--- config.mk ---
export PLATFORM = sky130hd
export DESIGN_NAME = sha1_message_hasher
export DESIGN_NICKNAME = d
export VERILOG_FILES = /design/src/sha1mh_pkg.sv /design/src/sha1mh_round.sv /design/src/sha1_message_hasher.sv
export VERILOG_INCLUDE_DIRS = /design/src /design/src/src
export SDC_FILE = /design/constraint.sdc
export NUM_CORES = 2
export LEC_CHECK = 0
export BUFFER_PORTS_ARGS = -buffer_cell sky130_fd_sc_hd__clkbuf_2
export CORE_MARGIN = 2
export CORE_UTILIZATION = 56
export CTS_CLUSTER_DIAMETER = 50
export DETAILED_ROUTE_END_ITERATION = 6
export PLACE_DENSITY_LB_ADDON = 0.05
export SKIP_CTS_REPAIR_TIMING = 1
export SYNTH_ARGS = -nofsm -noshare
export SYNTH_HDL_FRONTEND = slang
export SYNTH_HIERARCHICAL = 1
export SYNTH_SLANG_ARGS = --single-unit
export TNS_END_PERCENT = 50
--- constraint.sdc ---
create_clock -name clk_i -period 24.9 [get_ports clk_i]
set_input_delay 2.49 -clock clk_i [delete_from_list [all_inputs] [get_ports clk_i]]
set_output_delay 2.49 -clock clk_i [all_outputs]
set_load 0.02 [all_outputs]
--- src/assert_macros.svh ---
// Assertion helpers shared by the RTL
`ifndef ASSERT_MACROS_SVH
`define ASSERT_MACROS_SVH

// Checked on every rising edge outside reset
`define SHA1MH_ASSERT(name, prop, msg) \
  name: assert property (@(posedge clk_i) disable iff (!rst_ni) prop) else $error(msg);

// Checked on every rising edge, reset included
`define SHA1MH_ASSERT_NR(name, prop, msg) \
  name: assert property (@(posedge clk_i) prop) else $error(msg);

`endif

--- src/sha1mh_pkg.sv ---
`default_nettype none

package sha1mh_pkg;

  localparam logic [31:0] H0 = 32'h6745_2301;
  localparam logic [31:0] H1 = 32'hEFCD_AB89;
  localparam logic [31:0] H2 = 32'h98BA_DCFE;
  localparam logic [31:0] H3 = 32'h1032_5476;
  localparam logic [31:0] H4 = 32'hC3D2_E1F0;

  localparam logic [31:0] K0 = 32'h5A82_7999;
  localparam logic [31:0] K1 = 32'h6ED9_EBA1;
  localparam logic [31:0] K2 = 32'h8F1B_BCDC;
  localparam logic [31:0] K3 = 32'hCA62_C1D6;

  localparam logic [7:0]  PadByte   = 8'h80;
  localparam logic [31:0] PadWord   = {PadByte, 24'h0};
  localparam logic [6:0]  RoundLast = 7'd79;
  localparam logic [6:0]  RoundSched = 7'd16;
  localparam logic [3:0]  SlotLast  = 4'd15;
  localparam logic [3:0]  SlotLenFit = 4'd13;
  localparam logic [2:0]  BytesFull = 3'd4;

  typedef enum logic [3:0] {
    S_IDLE  = 4'b0001,
    S_FILL  = 4'b0010,
    S_ROUND = 4'b0100,
    S_UPD   = 4'b1000
  } state_e;

  typedef struct packed {
    logic [31:0] a;
    logic [31:0] b;
    logic [31:0] c;
    logic [31:0] d;
    logic [31:0] e;
  } vars_t;

  // Last word: keep the valid leading bytes, then the pad byte
  function automatic logic [31:0] pad_word(input logic [31:0] data, input logic [2:0] cnt);
    logic [31:0] w;
    case (cnt)
      3'd1:    w = {data[31:24], PadByte, 16'h0};
      3'd2:    w = {data[31:16], PadByte, 8'h0};
      3'd3:    w = {data[31:8], PadByte};
      default: w = PadWord;
    endcase
    return w;
  endfunction

endpackage

`default_nettype wire

--- src/sha1mh_round.sv ---
`default_nettype none

module sha1mh_round (
  input  wire sha1mh_pkg::vars_t v_i,
  input  wire logic [31:0]       w_i,
  input  wire logic [6:0]        rnd_i,
  output sha1mh_pkg::vars_t      v_o
);
  import sha1mh_pkg::*;

  logic [31:0] f;
  logic [31:0] k;

  always_comb begin
    if (rnd_i inside {[7'd0:7'd19]}) begin
      f = v_i.d ^ (v_i.b & (v_i.c ^ v_i.d));
      k = K0;
    end else if (rnd_i inside {[7'd20:7'd39]}) begin
      f = v_i.b ^ v_i.c ^ v_i.d;
      k = K1;
    end else if (rnd_i inside {[7'd40:7'd59]}) begin
      f = (v_i.b & v_i.c) | (v_i.d & (v_i.b | v_i.c));
      k = K2;
    end else begin
      f = v_i.b ^ v_i.c ^ v_i.d;
      k = K3;
    end
  end

  always_comb begin
    v_o.a = {v_i.a[26:0], v_i.a[31:27]} + f + v_i.e + k + w_i;
    v_o.b = v_i.a;
    v_o.c = {v_i.b[1:0], v_i.b[31:2]};
    v_o.d = v_i.c;
    v_o.e = v_i.d;
  end

endmodule

`default_nettype wire

--- src/sha1_message_hasher.sv ---
// SHA-1 hasher over a stream of big-endian 32-bit message words. Each transfer
// carries one word, its count of valid leading bytes and a last-word flag; a
// count below four is honoured only on the last word, counts above four act as
// four. Sixteen words fill a block, then one shared round unit runs the 80
// rounds at one round a cycle over a rolling 16-word schedule, and the S_UPD
// state then adds the result into the chaining words. A word that completes
// no block is accepted without holding off input; the word that completes a
// block holds off input through the rounds and the chaining update. The last
// word adds the pad byte, zero fill and the length word (bit count mod 2^32,
// high length word zero) one word a cycle, with a second block when the pad
// lands in slot 14 or 15. The digest is then one transfer on the output side,
// held in an output register so that the next message can start while it waits.

`default_nettype none

`include "assert_macros.svh"

module sha1_message_hasher (
  input  wire logic        clk_i,
  input  wire logic        rst_ni,
  input  wire logic        in_valid_i,
  output logic             in_stall_o,
  input  wire logic [31:0] data_word_i,
  input  wire logic [2:0]  byte_count_i,
  input  wire logic        last_word_i,
  output logic             out_valid_o,
  input  wire logic        out_stall_i,
  output logic [31:0]      digest_0_o,
  output logic [31:0]      digest_1_o,
  output logic [31:0]      digest_2_o,
  output logic [31:0]      digest_3_o,
  output logic [31:0]      digest_4_o
);
  import sha1mh_pkg::*;

  state_e      state_q, state_d;
  logic [6:0]  rnd_q, rnd_d;
  logic [3:0]  slot_q, slot_d;
  logic [31:0] len_q, len_d;
  logic        fin_q, fin_d;
  logic        pend_q, pend_d;
  logic        fit_q, fit_d;
  logic        len_done_q, len_done_d;
  logic        out_vld_q, out_vld_d;
  vars_t       h_q, h_d;
  vars_t       v_q, v_d;
  vars_t       v_rnd;
  vars_t       h_sum;
  vars_t       dig_q, dig_d;
  logic [31:0] padw_q, padw_d;
  logic [31:0] win_q [16];
  logic [31:0] win_d [16];

  logic        in_acc;
  logic        out_free;
  logic        push;
  logic [31:0] push_w;
  logic [31:0] w_new;
  logic [31:0] w_t;
  logic [2:0]  cnt;
  vars_t       iv;

  assign iv = '{a: H0, b: H1, c: H2, d: H3, e: H4};

  assign in_stall_o = (state_q != S_IDLE);
  assign in_acc     = in_valid_i && !in_stall_o;
  assign out_free   = !out_vld_q || !out_stall_i;
  assign cnt        = (byte_count_i > BytesFull) ? BytesFull : byte_count_i;

  assign w_new = {win_q[13][30:0] ^ win_q[8][30:0] ^ win_q[2][30:0] ^ win_q[0][30:0],
                  win_q[13][31] ^ win_q[8][31] ^ win_q[2][31] ^ win_q[0][31]};
  assign w_t   = (rnd_q < RoundSched) ? win_q[0] : w_new;

  sha1mh_round u_round (
    .v_i   (v_q),
    .w_i   (w_t),
    .rnd_i (rnd_q),
    .v_o   (v_rnd)
  );

  assign h_sum.a = h_q.a + v_q.a;
  assign h_sum.b = h_q.b + v_q.b;
  assign h_sum.c = h_q.c + v_q.c;
  assign h_sum.d = h_q.d + v_q.d;
  assign h_sum.e = h_q.e + v_q.e;

  always_comb begin
    state_d    = state_q;
    rnd_d      = rnd_q;
    slot_d     = slot_q;
    len_d      = len_q;
    fin_d      = fin_q;
    pend_d     = pend_q;
    fit_d      = fit_q;
    len_done_d = len_done_q;
    h_d        = h_q;
    v_d        = v_q;
    dig_d      = dig_q;
    padw_d     = padw_q;
    out_vld_d  = out_vld_q && out_stall_i;
    push       = 1'b0;
    push_w     = data_word_i;

    case (state_q)
      S_IDLE: begin
        if (in_acc) begin
          if (!last_word_i) begin
            len_d = len_q + 32'd4;
            push  = 1'b1;
            if (slot_q == SlotLast) begin
              state_d = S_ROUND;
              v_d     = h_q;
            end
          end else begin
            len_d  = len_q + {29'd0, cnt};
            fin_d  = 1'b1;
            pend_d = 1'b1;
            padw_d = pad_word(data_word_i, cnt);
            if (cnt == BytesFull) begin
              push = 1'b1;
              if (slot_q == SlotLast) begin
                state_d = S_ROUND;
                v_d     = h_q;
              end else begin
                state_d = S_FILL;
              end
            end else begin
              state_d = S_FILL;
            end
          end
        end
      end
      S_FILL: begin
        push = 1'b1;
        if (pend_q) begin
          push_w = padw_q;
          pend_d = 1'b0;
          fit_d  = (slot_q <= SlotLenFit);
        end else if (fit_q && slot_q == SlotLast) begin
          push_w     = {len_q[28:0], 3'b000};
          len_done_d = 1'b1;
        end else begin
          push_w = '0;
        end
        if (slot_q == SlotLast) begin
          state_d = S_ROUND;
          v_d     = h_q;
        end
      end
      S_ROUND: begin
        push   = 1'b1;
        push_w = w_t;
        v_d    = v_rnd;
        if (rnd_q == RoundLast) begin
          rnd_d   = '0;
          state_d = S_UPD;
        end else begin
          rnd_d = rnd_q + 7'd1;
        end
      end
      S_UPD: begin
        if (fin_q && len_done_q) begin
          if (out_free) begin
            dig_d      = h_sum;
            out_vld_d  = 1'b1;
            h_d        = iv;
            len_d      = '0;
            fin_d      = 1'b0;
            fit_d      = 1'b0;
            len_done_d = 1'b0;
            state_d    = S_IDLE;
          end
        end else begin
          h_d = h_sum;
          if (fin_q) begin
            if (!pend_q) begin
              fit_d = 1'b1;
            end
            state_d = S_FILL;
          end else begin
            state_d = S_IDLE;
          end
        end
      end
      default: begin
        state_d = S_IDLE;
      end
    endcase

    if (push) begin
      slot_d = slot_q + 4'd1;
    end
  end

  always_comb begin
    for (int i = 0; i < 16; i++) begin
      win_d[i] = win_q[i];
    end
    if (push) begin
      for (int i = 0; i < 15; i++) begin
        win_d[i] = win_q[i + 1];
      end
      win_d[15] = push_w;
    end
  end

  always_ff @(posedge clk_i or negedge rst_ni) begin
    if (!rst_ni) begin
      state_q    <= S_IDLE;
      rnd_q      <= '0;
      slot_q     <= '0;
      len_q      <= '0;
      fin_q      <= 1'b0;
      pend_q     <= 1'b0;
      fit_q      <= 1'b0;
      len_done_q <= 1'b0;
      out_vld_q  <= 1'b0;
      h_q        <= iv;
    end else begin
      state_q    <= state_d;
      rnd_q      <= rnd_d;
      slot_q     <= slot_d;
      len_q      <= len_d;
      fin_q      <= fin_d;
      pend_q     <= pend_d;
      fit_q      <= fit_d;
      len_done_q <= len_done_d;
      out_vld_q  <= out_vld_d;
      h_q        <= h_d;
    end
  end

  always_ff @(posedge clk_i) begin
    v_q    <= v_d;
    dig_q  <= dig_d;
    padw_q <= padw_d;
    for (int i = 0; i < 16; i++) begin
      win_q[i] <= win_d[i];
    end
  end

  assign out_valid_o = out_vld_q;
  assign digest_0_o  = dig_q.a;
  assign digest_1_o  = dig_q.b;
  assign digest_2_o  = dig_q.c;
  assign digest_3_o  = dig_q.d;
  assign digest_4_o  = dig_q.e;

  `SHA1MH_ASSERT(a_rnd_only_in_round, (rnd_q != 7'd0) |-> (state_q == S_ROUND), "round count outside rounds")
  `SHA1MH_ASSERT(a_round_to_upd, (state_q == S_ROUND && rnd_q == RoundLast) |=> (state_q == S_UPD), "no chaining update after last round")
  `SHA1MH_ASSERT(a_len_after_pad, len_done_q |-> (fin_q && !pend_q), "length word before pad")
  `SHA1MH_ASSERT_NR(a_digest_from_upd, $rose(out_vld_q) |-> $past(state_q == S_UPD), "digest not from chaining update")

endmodule

`default_nettype wire

==> metrics <==
Clock Tree Buf Depth 3; Die X 309 microns; Clock Sinks roughly 1.1k; share of cells above drive strength 1 approximately 13%; Residual DRC 0; register cell area after layout around 31,000 sq um; Starting DRT DRC Count 3,684; Post-Synth Adder-Cell Area under 10%; fin nets approximately 4.7k; Synth Area in Simple Gates a little under a tenth; most common cell in the synthesized netlist edfxtp_1; GR Util All Layers a little under a third; Final Hold Viols 0; Fmax 0.161 GHz; Worst Path Required about 25,000 ps; # setup viols final 0; WS Path Type flop to flop; first-pass GRT wire length approximately 210,000 microns; vias in the first global route about 32k; Synth Register Bits approximately 1.1k; flop2flop setup slack roughly 19,000 ps; Yosys top cell area share between 40 and 50%; number of cells on the worst hold path 0; Setup crit end kind flop; Mapped Area 52,100 sq um; die area ~95,000 sq um; Commonest cells post-synth 857 x edfxtp_1, 691 x nand2_1, 225 x xnor2_1, 213 x inv_1, 199 x ha_1; post-route clock skew roughly 30 ps; Yosys cell types 81; first-pass iteration count of the detailed router 6; Post-synth EDFFs 857; Top FF cell, synth edfxtp_1; post-synth top area cell edfxtp_1; post-synthesis compound-gate area fraction 11.3%; DRT antenna net count 0; combinational family with the most area after synthesis compound AO/OA/AOI/OAI gates; setup TNS 0 ps; Slew Limit Fails 0; clock buffer count from CTS 130; GRT Residual Overflow 0; cell row count between 100 and 150; CTS root buffer clkbuf_16; total of max-cap violations 0; fin crit period 6210 ps; drt total wl around 140,000 microns; Port Buffer Count between 200 and 250; Post-Syn Nets between 4k and 5k; CP max FO 28; Synth Area per Inst roughly 12 sq um; element type at the critical path start flop; Core Area slightly above 90,000 sq um; n_diodes 0; multi-input logic area 18,800 sq um; Synthesis Warnings 6; Post-Synth XOR/XNOR Area approximately 5.2%; Vias/cell ~6; DP Wirelength slightly above 100,000 microns; Die Ht 309 microns; CTS clk-pin slew, worst paths 60 ps; hold crit path type flop to flop; CTS tree yes; initial antenna violation count 3; initial core utilization between 50% and 60%; Filler cells ~7.3k; area delta synth->final 11.4%; H-tree depth 4; GPL Wtd Cong about 0.96; sequential element share of the synthesized area 59.7%; Clk Latency, worst-skew pair 750 ps; CP arrival between 6000 and 7000 ps; Post-synth ARST share between 10% and 20%; RSZ-0062 raised after global routing no; Worst Tran Pin Value approximately 1300 ps; Tcrit/Tclk final between 20% and 30%; routed len/inst 25.6 microns; Synth area leaders edfxtp_1 49%, dfrtp_1 6.2%, nand2_1 5.0%; status finished, final reports clean; cells on worst reg2reg path 24; Max transition margin about an eighth; I/O pins 202; Mapped Cells ~4.2k; post-synthesis mux area share less than 1%; via count 33.4k; largest net degree at the start of global routing 200
==> area by class of cell <==
class	count	area share, %
well taps	1243	2.68
inverters	217	1.42
clock buffers	173	6.16
clock inverters	65	1.40
multi-input cells	2640	32.5
repair buffers	241	2.33
flip-flops and latches	1066	53.6
==> cells in the final DEF, fill, tap and decap left out, types with 126 or more instances in the layout <==
cell       Yosys  layout
o21ai_0      157     156
clkbuf_2       0     200
inv_1        213     212
a21oi_1      196     195
fa_1         126     126
nand2_1      691     690
xnor2_1      225     225
ha_1         199     199
clkbuf_16      0     135
dfrtp_1      128     128
edfxtp_1     857     857
nor2_1       180     178
==> path summary, 6_finish.rpt <==
kind / start / end
max: rnd_q[4]$_DFFE_PN0P_ / v_q[159]$_DFFE_PP_
min: win_q[0][42]$_DFFE_PP_ / win_q[0][10]$_DFFE_PP_
max reg2reg: rnd_q[4]$_DFFE_PN0P_ / v_q[159]$_DFFE_PP_
min reg2reg: win_q[0][42]$_DFFE_PP_ / win_q[0][10]$_DFFE_PP_
max in group asynchronous: rst_ni / len_q[4]$_DFFE_PN0P_
min in group asynchronous: rst_ni / h_q[72]$_DFFE_PN0P_
==> through the flow <==
step           hold WS, ps  util (%)  area, sq um  instances  worst slack (ps)
2_1_floorplan          400         -        52100       4181              7640
3_5_place_dp           405      58.3        53600       5407             18860
4_1_cts                407      63.1        58000       5645             18860
3_3_place_gp           400      58.3        53600       5407             18910
5_1_grt                414      63.1        58000       5645             18420
6_report               410      63.1        58000       5645             18690
==> routing by layer <==
metal	part of all wire [%]	vias to the layer above	GRT usage, %
li1	-	15200	-
met1	45	16700	45.9
met2	43	1312	43.8
met3	8.6	213	6.94
met4	3.3	4	11.0
met5	0.038	-	0.303
==> cells by family (layout without fill, tap and decap cells) <==
kind of cell	count (synthesis)	count (layout)
buffers and inverters	475	696
muxes	35	35
xor gates and xnor gates	309	309
AOI/OAI and AO/OA	851	851
DFF	1066	1066
and+or+nand+nor	1120	1120
adders and majority gates	325	325
==> sequential cells by signal, summed over array words and instances, names as in the netlist, 4 cells and up <==
name and cells:
win_q 512, h_q 160, v_q 160, digest_0_o 32, digest_1_o 32, digest_2_o 32, digest_3_o 32, digest_4_o 32
len_q 29, padw_q 25, rnd_q 7, slot_q 4, state_q 4
==> worst max-delay path: stages, from the launching register on <==
cell and delay [ps]:
dfrtp_1 540, o21ai_1 170, nand2_2 500, inv_2 270, nor2_1 260, buf_4 290, inv_2 210, o221a_2 340
ha_1 200, inv_1 70, fa_1 390, inv_1 70, ha_1 190, inv_1 70, fa_1 450, nor2b_1 170
o31a_1 200, o21ai_1 110, o31ai_2 580, a311o_1 340, a31o_1 190, a21oi_2 60, xnor2_1 120, nand2_1 60
nand2_1 50
Power is left out: the tool's default activity adds up to more than one toggle a clock period on the data nets, which glitch-free logic cannot reach.
